## config.mk

```make
export PLATFORM = sky130hd
export DESIGN_NAME = ltcr_row_unit
export DESIGN_NICKNAME = d
export VERILOG_FILES = /design/src/sv/ltcr_pkg.sv /design/src/sv/ltcr_row_unit.sv
export SDC_FILE = /design/constraint.sdc
export NUM_CORES = 2
export LEC_CHECK = 0
export BUFFER_PORTS_ARGS = -buffer_cell sky130_fd_sc_hd__buf_2
export CAP_MARGIN = 30
export CORE_UTILIZATION = 50
export DETAILED_ROUTE_END_ITERATION = 8
export GPL_TIMING_DRIVEN = 0
export PLACE_DENSITY = 0.7
export SETUP_SLACK_MARGIN = 0.1
export SLEW_MARGIN = 40
export SYNTH_ARGS = -nofsm -noshare
export SYNTH_HDL_FRONTEND = slang
export SYNTH_SLANG_ARGS = --single-unit
```

## constraint.sdc

```tcl
create_clock -name i_clk -period 7.8 [get_ports i_clk]
set_input_delay 0.78 -clock i_clk [delete_from_list [all_inputs] [get_ports i_clk]]
set_output_delay 0.78 -clock i_clk [all_outputs]
set_load 0.05 [all_outputs]
```

## src/sv/ltcr_pkg.sv

```systemverilog
// Shared types, constants and helper functions of the leg torque constraint rows block.
// No dependencies.
`default_nettype none

package ltcr_pkg;

    localparam int unsigned ADDR_W = 4;

    typedef logic [1:0] t_reg_idx;
    localparam t_reg_idx REG_LIMIT_HIP   = 2'd0;
    localparam t_reg_idx REG_LIMIT_UPPER = 2'd1;
    localparam t_reg_idx REG_LIMIT_LOWER = 2'd2;

    localparam logic [30:0] RESET_LIMIT_HIP   = 31'd41984983;
    localparam logic [30:0] RESET_LIMIT_UPPER = 31'd109660078;
    localparam logic [30:0] RESET_LIMIT_LOWER = 31'd86968893;

    localparam logic signed [47:0] INV_TWO_PI_Q32 = 48'sd683565276;
    localparam logic [30:0]        HALF_PI_Q30    = 31'd1686629713;
    localparam logic [30:0]        ONE_Q30        = 31'h4000_0000;
    localparam logic signed [18:0] OFFSET_Q17     = 19'sd23593;
    localparam logic signed [40:0] GRAV_K1        = 41'sd6471802;
    localparam logic signed [40:0] GRAV_K2        = 41'sd1189669;
    localparam logic signed [40:0] GRAV_K3        = 41'sd558798;

    localparam logic [2:0] SLOT_SIN_HIP   = 3'd0;
    localparam logic [2:0] SLOT_COS_HIP   = 3'd1;
    localparam logic [2:0] SLOT_SIN_UPPER = 3'd2;
    localparam logic [2:0] SLOT_COS_UPPER = 3'd3;
    localparam logic [2:0] SLOT_SIN_SUM   = 3'd4;
    localparam logic [2:0] SLOT_COS_SUM   = 3'd5;
    localparam logic [2:0] SLOT_LAST      = SLOT_COS_SUM;
    localparam logic [2:0] ROW_LAST       = 3'd5;
    localparam logic [2:0] ROW_NEG_FIRST  = 3'd3;

    localparam int unsigned TAYLOR_STEPS = 5;

    // floor(v/d) == (v*m) >> (32+l) for all 32-bit v, m = floor(2^(32+l)/d)+1
    localparam logic [63:0] TAYLOR_M0 = (64'd1 << 39) / 64'd110 + 64'd1;
    localparam logic [63:0] TAYLOR_M1 = (64'd1 << 39) / 64'd72 + 64'd1;
    localparam logic [63:0] TAYLOR_M2 = (64'd1 << 38) / 64'd42 + 64'd1;
    localparam logic [63:0] TAYLOR_M3 = (64'd1 << 37) / 64'd20 + 64'd1;
    localparam logic [63:0] TAYLOR_M4 = (64'd1 << 35) / 64'd6 + 64'd1;

    typedef enum logic [1:0] {
        COL_HIP,
        COL_UPPER,
        COL_LOWER
    } t_col;

    typedef struct packed {
        logic [2:0]         leg_index;
        logic signed [15:0] angle_hip;
        logic signed [15:0] angle_upper;
        logic signed [15:0] angle_lower;
        logic               final_leg;
    } t_in_item;

    typedef struct packed {
        logic [2:0]         leg_number;
        logic [2:0]         row_in_leg;
        logic signed [31:0] coef_first;
        logic signed [31:0] coef_second;
        logic signed [31:0] coef_third;
        logic signed [31:0] row_bound;
        logic               last_row;
        logic               last_of_set;
    } t_out_item;

    typedef struct packed {
        logic [2:0] leg;
        logic       final_leg;
        logic [2:0] slot;
    } t_tag;

    typedef struct packed {
        logic               valid;
        t_tag               tag;
        logic signed [16:0] angle;
        logic               is_cos;
    } t_sin_req;

    typedef struct packed {
        logic        valid;
        t_tag        tag;
        logic        neg;
        logic [30:0] x;
        logic [31:0] x2;
        logic [30:0] t;
    } t_sin_data;

    typedef struct packed {
        logic               valid;
        t_tag               tag;
        logic signed [17:0] value;
    } t_sin_res;

    typedef struct packed {
        logic [2:0]         leg;
        logic               final_leg;
        logic signed [17:0] s1;
        logic signed [17:0] c1;
        logic signed [17:0] s2;
        logic signed [17:0] c2;
        logic signed [17:0] s23;
        logic signed [17:0] c23;
    } t_trig;

    typedef struct packed {
        logic [30:0] hip;
        logic [30:0] upper;
        logic [30:0] lower;
    } t_limits;

    function automatic logic [32:0] taylor_magic(input logic [2:0] step);
        logic [32:0] m;
        case (step)
            3'd0:    m = TAYLOR_M0[32:0];
            3'd1:    m = TAYLOR_M1[32:0];
            3'd2:    m = TAYLOR_M2[32:0];
            3'd3:    m = TAYLOR_M3[32:0];
            default: m = TAYLOR_M4[32:0];
        endcase
        return m;
    endfunction

    function automatic logic [5:0] taylor_shift(input logic [2:0] step);
        logic [5:0] s;
        case (step)
            3'd0:    s = 6'd39;
            3'd1:    s = 6'd39;
            3'd2:    s = 6'd38;
            3'd3:    s = 6'd37;
            default: s = 6'd35;
        endcase
        return s;
    endfunction

endpackage

`default_nettype wire

```

## src/sv/ltcr_row_unit.sv

```systemverilog
// Row builder: Jacobian products, gravity torque, bounds and output register.
// Depends on ltcr_pkg.
`default_nettype none

module ltcr_row_unit (
    input  wire                  i_clk,
    input  wire                  i_rst_n,
    input  wire                  i_en,
    input  wire                  i_start,
    input  ltcr_pkg::t_trig      i_trig,
    input  ltcr_pkg::t_limits    i_lim,
    output logic                 o_valid,
    output ltcr_pkg::t_out_item  o_item
);
    import ltcr_pkg::*;

    t_trig              r_t;
    logic signed [18:0] r_h;
    logic signed [18:0] r_g;
    logic               r_active;
    logic [2:0]         r_row;

    t_col               w_col;
    logic               w_neg;
    logic signed [18:0] w_a1;
    logic signed [18:0] w_b1;
    logic signed [18:0] w_a2;
    logic signed [18:0] w_b2;
    logic signed [18:0] w_j2;

    logic               r1_valid;
    logic [2:0]         r1_row;
    t_col               r1_col;
    logic               r1_neg;
    logic [2:0]         r1_leg;
    logic               r1_final;
    logic signed [37:0] r1_m1;
    logic signed [37:0] r1_m2;
    logic signed [18:0] r1_j2;
    logic signed [40:0] r1_g1;
    logic signed [40:0] r1_g2;
    logic signed [40:0] r1_g3;

    logic signed [37:0] w_m1r;
    logic signed [37:0] w_m2r;
    logic signed [18:0] w_j2r;
    logic signed [42:0] w_gs;
    logic [30:0]        w_lim;

    logic               r2_valid;
    logic [2:0]         r2_row;
    logic               r2_neg;
    logic [2:0]         r2_leg;
    logic               r2_final;
    logic signed [20:0] r2_j0;
    logic signed [20:0] r2_j1;
    logic signed [17:0] r2_j2;
    logic signed [26:0] r2_grav;
    logic [30:0]        r2_lim;

    logic signed [33:0] w_b;
    logic signed [31:0] w_bs;
    t_out_item          n_item;
    logic               r_out_valid;
    t_out_item          r_item;

    always_ff @(posedge i_clk) begin
        if (i_en && i_start) begin
            r_t <= i_trig;
            r_h <= 19'(i_trig.s23) + 19'(i_trig.c2) + OFFSET_Q17;
            r_g <= 19'(i_trig.c23) - 19'(i_trig.s2);
        end
    end

    always_ff @(posedge i_clk) begin
        if (!i_rst_n) begin
            r_active <= 1'b0;
            r_row    <= 3'd0;
        end else if (i_en) begin
            if (i_start) begin
                r_active <= 1'b1;
                r_row    <= 3'd0;
            end else if (r_active) begin
                if (r_row == ROW_LAST) begin
                    r_active <= 1'b0;
                    r_row    <= 3'd0;
                end else begin
                    r_row <= r_row + 3'd1;
                end
            end
        end
    end

    always_comb begin
        w_neg = (r_row >= ROW_NEG_FIRST);
        case (r_row)
            3'd0, 3'd3: w_col = COL_HIP;
            3'd1, 3'd4: w_col = COL_UPPER;
            default:    w_col = COL_LOWER;
        endcase
        case (w_col)
            COL_HIP: begin
                w_a1 = -19'(r_t.s1);
                w_b1 = r_h;
                w_a2 = 19'(r_t.c1);
                w_b2 = r_h;
                w_j2 = '0;
            end
            COL_UPPER: begin
                w_a1 = 19'(r_t.c1);
                w_b1 = r_g;
                w_a2 = 19'(r_t.s1);
                w_b2 = r_g;
                w_j2 = 19'(r_t.s23) + 19'(r_t.c2);
            end
            default: begin
                w_a1 = 19'(r_t.c23);
                w_b1 = 19'(r_t.c1);
                w_a2 = 19'(r_t.c23);
                w_b2 = 19'(r_t.s1);
                w_j2 = 19'(r_t.s23);
            end
        endcase
    end

    always_ff @(posedge i_clk) begin
        if (i_en) begin
            r1_row   <= r_row;
            r1_col   <= w_col;
            r1_neg   <= w_neg;
            r1_leg   <= r_t.leg;
            r1_final <= r_t.final_leg;
            r1_m1    <= 38'(w_a1) * 38'(w_b1);
            r1_m2    <= 38'(w_a2) * 38'(w_b2);
            r1_j2    <= w_j2;
            r1_g1    <= 41'(r_t.c23) * GRAV_K1;
            r1_g2    <= 41'(r_t.s23) * GRAV_K2;
            r1_g3    <= 41'(r_t.c2) * GRAV_K3;
        end
    end

    assign w_m1r = r1_m1 + 38'sd65536;
    assign w_m2r = r1_m2 + 38'sd65536;
    assign w_j2r = r1_j2 + 19'sd1;

    always_comb begin
        case (r1_col)
            COL_HIP: begin
                w_gs  = '0;
                w_lim = i_lim.hip;
            end
            COL_UPPER: begin
                w_gs  = 43'(r1_g1) + 43'(r1_g2) - 43'(r1_g3) + 43'sd32768;
                w_lim = i_lim.upper;
            end
            default: begin
                w_gs  = 43'(r1_g2) + 43'sd32768;
                w_lim = i_lim.lower;
            end
        endcase
    end

    always_ff @(posedge i_clk) begin
        if (i_en) begin
            r2_row   <= r1_row;
            r2_neg   <= r1_neg;
            r2_leg   <= r1_leg;
            r2_final <= r1_final;
            r2_j0    <= w_m1r[37:17];
            r2_j1    <= w_m2r[37:17];
            r2_j2    <= w_j2r[18:1];
            r2_grav  <= (r1_col == COL_HIP) ? 27'sd0 : w_gs[42:16];
            r2_lim   <= w_lim;
        end
    end

    assign w_b = r2_neg ? ($signed({3'b000, r2_lim}) + 34'(r2_grav))
                        : ($signed({3'b000, r2_lim}) - 34'(r2_grav));

    always_comb begin
        if (w_b > 34'sd2147483647) begin
            w_bs = 32'sh7fff_ffff;
        end else if (w_b < -34'sd2147483648) begin
            w_bs = 32'sh8000_0000;
        end else begin
            w_bs = w_b[31:0];
        end
        n_item.leg_number  = r2_leg;
        n_item.row_in_leg  = r2_row;
        n_item.coef_first  = r2_neg ? -32'(r2_j0) : 32'(r2_j0);
        n_item.coef_second = r2_neg ? -32'(r2_j1) : 32'(r2_j1);
        n_item.coef_third  = r2_neg ? -32'(r2_j2) : 32'(r2_j2);
        n_item.row_bound   = w_bs;
        n_item.last_row    = (r2_row == ROW_LAST);
        n_item.last_of_set = (r2_row == ROW_LAST) && r2_final;
    end

    always_ff @(posedge i_clk) begin
        if (!i_rst_n) begin
            r1_valid    <= 1'b0;
            r2_valid    <= 1'b0;
            r_out_valid <= 1'b0;
        end else if (i_en) begin
            r1_valid    <= r_active;
            r2_valid    <= r1_valid;
            r_out_valid <= r2_valid;
        end
    end

    always_ff @(posedge i_clk) begin
        if (i_en) begin
            r_item <= n_item;
        end
    end

    assign o_valid = r_out_valid;
    assign o_item  = r_item;

endmodule

`default_nettype wire

```

=== Yosys cells after proc, flatten, opt, wreduce, memory -nomap -nowiden ===
Index checks and enable logic that the tools add are counted.

* Bits in registers: 624
* Output and inout bits: 137
* Word-level logic and storage cells: 103

* $add $sub $neg: 18
* Multipliers: 5
* Order comparisons: 3
* Equal/unequal tests: 7
* Muxes and demuxes: 19
* Reductions and logical operators: 9

{| class="wikitable"
|+ Operators with widths
! operator !! number
|-
| $pmux 19 s2 || 5
|-
| $mux 32 || 4
|-
| $add 38x18->38 const B || 2
|-
| $mul 19x19->38 || 2
|-
| $neg 21->32 || 2
|-
| $pmux 31 s2 || 1
|-
| $add 43x17->43 const B || 1
|-
| $mux 43 || 1
|-
| $sub 42x39->43 || 1
|-
| $add 41x40->42 || 1
|-
| $add 40x17->41 const B || 1
|-
| $mul 18x22->40 const B || 1
|-
| $mul 18x23->40 const B || 1
|-
| $add 18x18->19 || 2
|-
| $mul 18x20->38 const B || 1
|-
| $gt 34x32->1 const B || 1
|-
| $lt 34x32->1 const B || 1
|-
| $mux 34 || 1
|-
| $add 32x27->33 || 1
|-
| $sub 32x27->33 || 1
|-
| $neg 18->32 || 1
|-
| $add 19x16->19 const B || 1
|-
| $add 19x2->19 const B || 1
|-
| $neg 18->19 || 1
|-
| other kinds (16) || 26
|}

=== Longest topological paths before layout ===
* Depth in word-level cells: 6
* Depth in mapped cells: 37
* Depth with buffers taken out: 35

=== Worst setup path before layout ===
No wires, ideal clock.

* Kind: reg2reg
* Start: reg r_row[1]
* End: reg r1_m1[34], data pin
* Data arrival time: 8.318 ns
* Data required time: 7.542 ns
* Slack: -0.775 ns
* Stages on the path, launching flop included: 31
* Period minus slack after synthesis: 8.575 ns
* Path through: dfxtp_1 buf_4 clkbuf_1 buf_1 mux2_2 a22oi_1 nor2_1 a211oi_1 clkbuf_1 nor2_1 fa_1 inv_1 fa_1 fa_1 inv_1 fa_1 fa_1 fa_1 inv_1 fa_1 inv_1 ha_1 a21o_1 o221ai_1 a21oi_2 a21oi_2 o211ai_4 a211o_1 a21o_1 a21oi_1 xnor2_1

* Longest elaborated chain between the ends: 6
* Elaborated cells on any way between the ends: 12

{| class="wikitable"
|+ Ends and longest elaborated chain
! what !! line !! text
|-
| start, declared || ltcr_row_unit.sv:21 || <nowiki>logic [2:0] r_row;</nowiki>
|-
| start signal, assigned || ltcr_row_unit.sv:88 || <nowiki>r_row <= r_row + 3'd1;</nowiki>
|-
| $eq 3x1->1 (tied with other cells) || ltcr_row_unit.sv:96 || <nowiki>case (r_row)</nowiki>
|-
| $reduce_or 2->1 || ltcr_row_unit.sv:96 ||
|-
| $pmux 2 s2 (*) || ltcr_row_unit.sv:96 ||
|-
| $eq 2x1->1 / $logic_not 2->1 (equally long branches) || ltcr_row_unit.sv:101 || <nowiki>case (w_col)</nowiki>
|-
| $pmux 19 s2 || ltcr_row_unit.sv:101 ||
|-
| $mul 19x19->38 (*) || ltcr_row_unit.sv:133 || <nowiki>r1_m1 <= 38'(w_a1) * 38'(w_b1);</nowiki>
|-
| end signal, assigned || ltcr_row_unit.sv:133 ||
|-
| end, declared || ltcr_row_unit.sv:37 || <nowiki>logic signed [37:0] r1_m1;</nowiki>
|}

Mark *: on every way between the ends. The rest lies on a longest branch, timed or not.
A chain may end at the register's enable or synchronous reset.

=== Worst setup path after layout ===
* Start: reg r_t[98] (netlist bit)
* End: reg r1_m1[36], data pin

* Longest elaborated chain between the ends: 3

{| class="wikitable"
|+ Ends and longest elaborated chain
! what !! line !! text
|-
| start, declared || ltcr_row_unit.sv:17 || <nowiki>t_trig r_t;</nowiki>
|-
| start signal, assigned || ltcr_row_unit.sv:69 || <nowiki>r_t <= i_trig;</nowiki>
|-
| $neg 18->19 || ltcr_row_unit.sv:103 || <nowiki>w_a1 = -19'(r_t.s1);</nowiki>
|-
| $pmux 19 s2 || ltcr_row_unit.sv:101 ||
|-
| $mul 19x19->38 || ltcr_row_unit.sv:133 ||
|}

Every way passes these cells.

==> impl_metrics.toml <==
[run_status]
status = "complete, but fails checks"
violations = "setup timing"

[timing]
post-route-period-util = 1.10
skew_ps = 54.5
rsz0062_at_grt = "yes"
worst_slack_ps = -779
fin_crit_ps = 8580
slew_viol_final = 0
timing_worst_slew_pin_value_ps = 988
setup_violations = 39
timing.final.hold_violations = 0
max_slew_margin = 0.337
fmax_ghz = 0.117

[setup_path]
critPathLaunch = "r_t[98]"
cp_common_cell = "fa_1"
cp_num_buf_inv = 6
max_stage_delay_ps = 560
end_kind = "flip-flop"
crit_slowest_cell = "fa_2"
arrival_ps = 9020
required_ps = 8240
path_max_fanout = 6
critPathTopFamily = "adder cells"
worstSetupStartpointType = "flip-flop"
r2r-start = "r_t[98]"
worstSetupPathType = "reg2reg"

[yosys]
syn-cell-area_mm2 = 0.0766
synth-seq-cells = 591
synth_edf_count = 584
synth_ff_type = "edfxtp_1"
synthAdderAreaFrac = 0.435
yosysSeqAreaShare = 0.231
synth_top_family_by_area = "adder cells"
yosys.area_share.simple = 0.0967
synth_nets = 9815
ys_async_sr_fraction = 0
synth_top_area_frac = 0.277
syn-instance-count = 7585
syn_area_per_cell_um2 = 10.1
synth_area_leaders = "fa_1, edfxtp_1, ha_1"
synth_compound_gate_area_share = 0.0925
synth-xor-area-share = 0.0469
synthMuxAreaShare = 0.00958
synth_cell_types = 104
yosysWarnings = 0
synth_area_leader_cell = "fa_1"

[drt]
drc_errors = 0
antenna_left = 0
wirelength_mm = 231
drt_first_pass_iters = 6
drt_iter0_drc = 4525
via_count = 57000
avgViaCountPerCell = 5.51
wl_per_cell_um = 22.3

[grt]
grt_pass1_wl_mm = 350
grt_util_met1 = 0.429
busiest_layer = "met2"
grt_util_met2 = 0.456
met3_usage = 0.0607
grt_overflow_total = 0
grt_max_degree = 84
grt_pass1_vias = 58800
grt_usage = 0.300
grt_antenna_before_repair = 10

[floorplanning]
ios = 346
initial_utilization = 0.504
dieWidth_um = 393
coreArea_mm2 = 0.152
num_rows = 143
die-area_mm2 = 0.155
die_height_um = 393

[placed_design]
dpl.hpwl_mm = 189
routabilityCongestion = 0.992
portBuffers = 345
place_area_mm2 = 0.0817

[cts]
clk_pin_slew_ps = 60
cts_buffers = 74
htree_levels = 3
cts_tree = "done"
cts_hold_buf = 0
cts_root_buffer = "clkbuf_16"
cts.sinks = 591
clk_path_buf_depth = 3
clock_latency_ps = 710

[cells_and_area]
area_growth_pct = 15.4
fillers = 12900
drive_above_1_share = 0.147
final_cell_area_mm2 = 0.0884
layout.nets = 10500

[min_path]
hp-start = "i_trig[108]"
hold_path.class = "in2reg"

[run]
drv_cap = 0
-- cell families (layout without fill, tap and decap cells) --
| kind of cell | Yosys count | count (layout) |
|---|---|---|
| AO/OA/AOI/OAI | 1068 | 1068 |
| XOR/XNOR | 407 | 407 |
| adder cells (fa/ha/maj) | 2028 | 2028 |
| buffers and inverters | 1789 | 2501 |
| flip-flops | 591 | 591 |
| multiplexers | 70 | 70 |
| other | 0 | 1 |
| AND/OR/NAND/NOR | 1632 | 1632 |
-- flip-flops by register name (all words and copies together), names as in the netlist, 18 cells and up --
name and count:
o_item 136, r1_g1 40, r1_g2 39, r1_g3 38, r1_j2 19, r1_m1 22, r1_m2 22, r2_grav 27
r2_j0 21, r2_j1 21, r2_j2 18, r2_lim 31, r_g 19, r_h 19, r_t 94
-- stage by stage --
step,setup WS (ps),hold WS (ps),TNS (ps),cells,util
final,-779,246,-19230,10300,0.582
after CTS,-764,185,-16410,10200,0.571
after floorplan,-376,400,-2070,7585,-
after global routing,-992,222,-28670,10300,0.582
after global placement,-6410,400,-1292210,9960,0.533
after detailed placement,-2940,405,-103560,9988,0.538
-- worst reg2reg max path, delay by kind of cell, from the launching register on --
kind / cells / cell delay (ps)
AO/OA/AOI/OAI: 11 / 1780
flip-flops: 1 / 470
XOR/XNOR: 1 / 140
buffers and inverters: 6 / 490
AND/OR/NAND/NOR: 6 / 1670
adder cells (fa/ha/maj): 8 / 3790
-- cell usage after synthesis, types with 18 or more instances --
library cell and instances:
a31oi_1 18, and2_1 53, or3_1 28, o31ai_1 21, buf_1 27, a21oi_1 302
nand4_1 29, mux2i_1 44, or2_2 18, clkbuf_1 157, a211oi_1 48, edfxtp_1 584
and3_1 46, nor3_1 112, fa_1 1059, o211ai_1 19, xor2_1 114, o21ai_1 27
nor2b_1 48, o21bai_1 32, a211o_1 31, mux2_2 26, nand3_1 81, xnor2_1 291
a22o_1 34, nand2b_1 63, a21o_1 103, nand2_1 594, a22oi_1 23, inv_1 1585
ha_1 962, o21a_1 55, o21ai_0 210, nand3b_1 22, nor2_1 486
-- cell usage in the layout (no fill, tap or decap), drive strengths merged, types with 53 or more instances in the layout --
cell,count
nand2,597
a21oi,306
o21ai,240
fa,1059
xnor2,291
buf,665
inv,1592
and2,53
ha,962
o21a,58
edfxtp,584
a21o,103
nor2,487
xor2,116
clkbuf,200
nor3,114
nand3,81
nand2b,63
-- area by class of cell --
cell class	count	area [µm²]	share of cell area
clock inverters	50	548	0.00620
plain buffers	194	1600	0.0181
well taps	2030	2540	0.0287
repair buffers	588	4120	0.0466
clock buffers	83	1890	0.0213
diodes	1	2.50	0.0000283
multi-input cells	5205	54000	0.611
flip-flops and latches	591	17700	0.200
inverters	1586	5960	0.0674
-- what timing repair did --
item	CTS	global route
gates cloned	0	2
gates resized for setup	405	262
pin swaps	99	100
setup endpoints to repair	45	46
buffers inserted	122	90
-- worst paths after layout --
| check | to | slack [ps] | cells after the start |
|---|---|---|---|
| setup / recovery | r1_m1[36] | -780 | 32 |
| hold / removal | r_t[108] | 250 | 1 |
| setup reg to reg | r1_m1[36] | -780 | 32 |
| hold reg to reg | r1_leg[2] | 410 | 0 |
-- per-layer routing --
metal | vias up | share of wire
met4 | 10 | 0.034
met2 | 2172 | 0.43
met3 | 388 | 0.087
li1 | 26000 | -
met1 | 28400 | 0.44
met5 | - | 0.00038
Power is not shown: default switching activity piles up to over one toggle a cycle in this logic, so the estimate is an artifact.
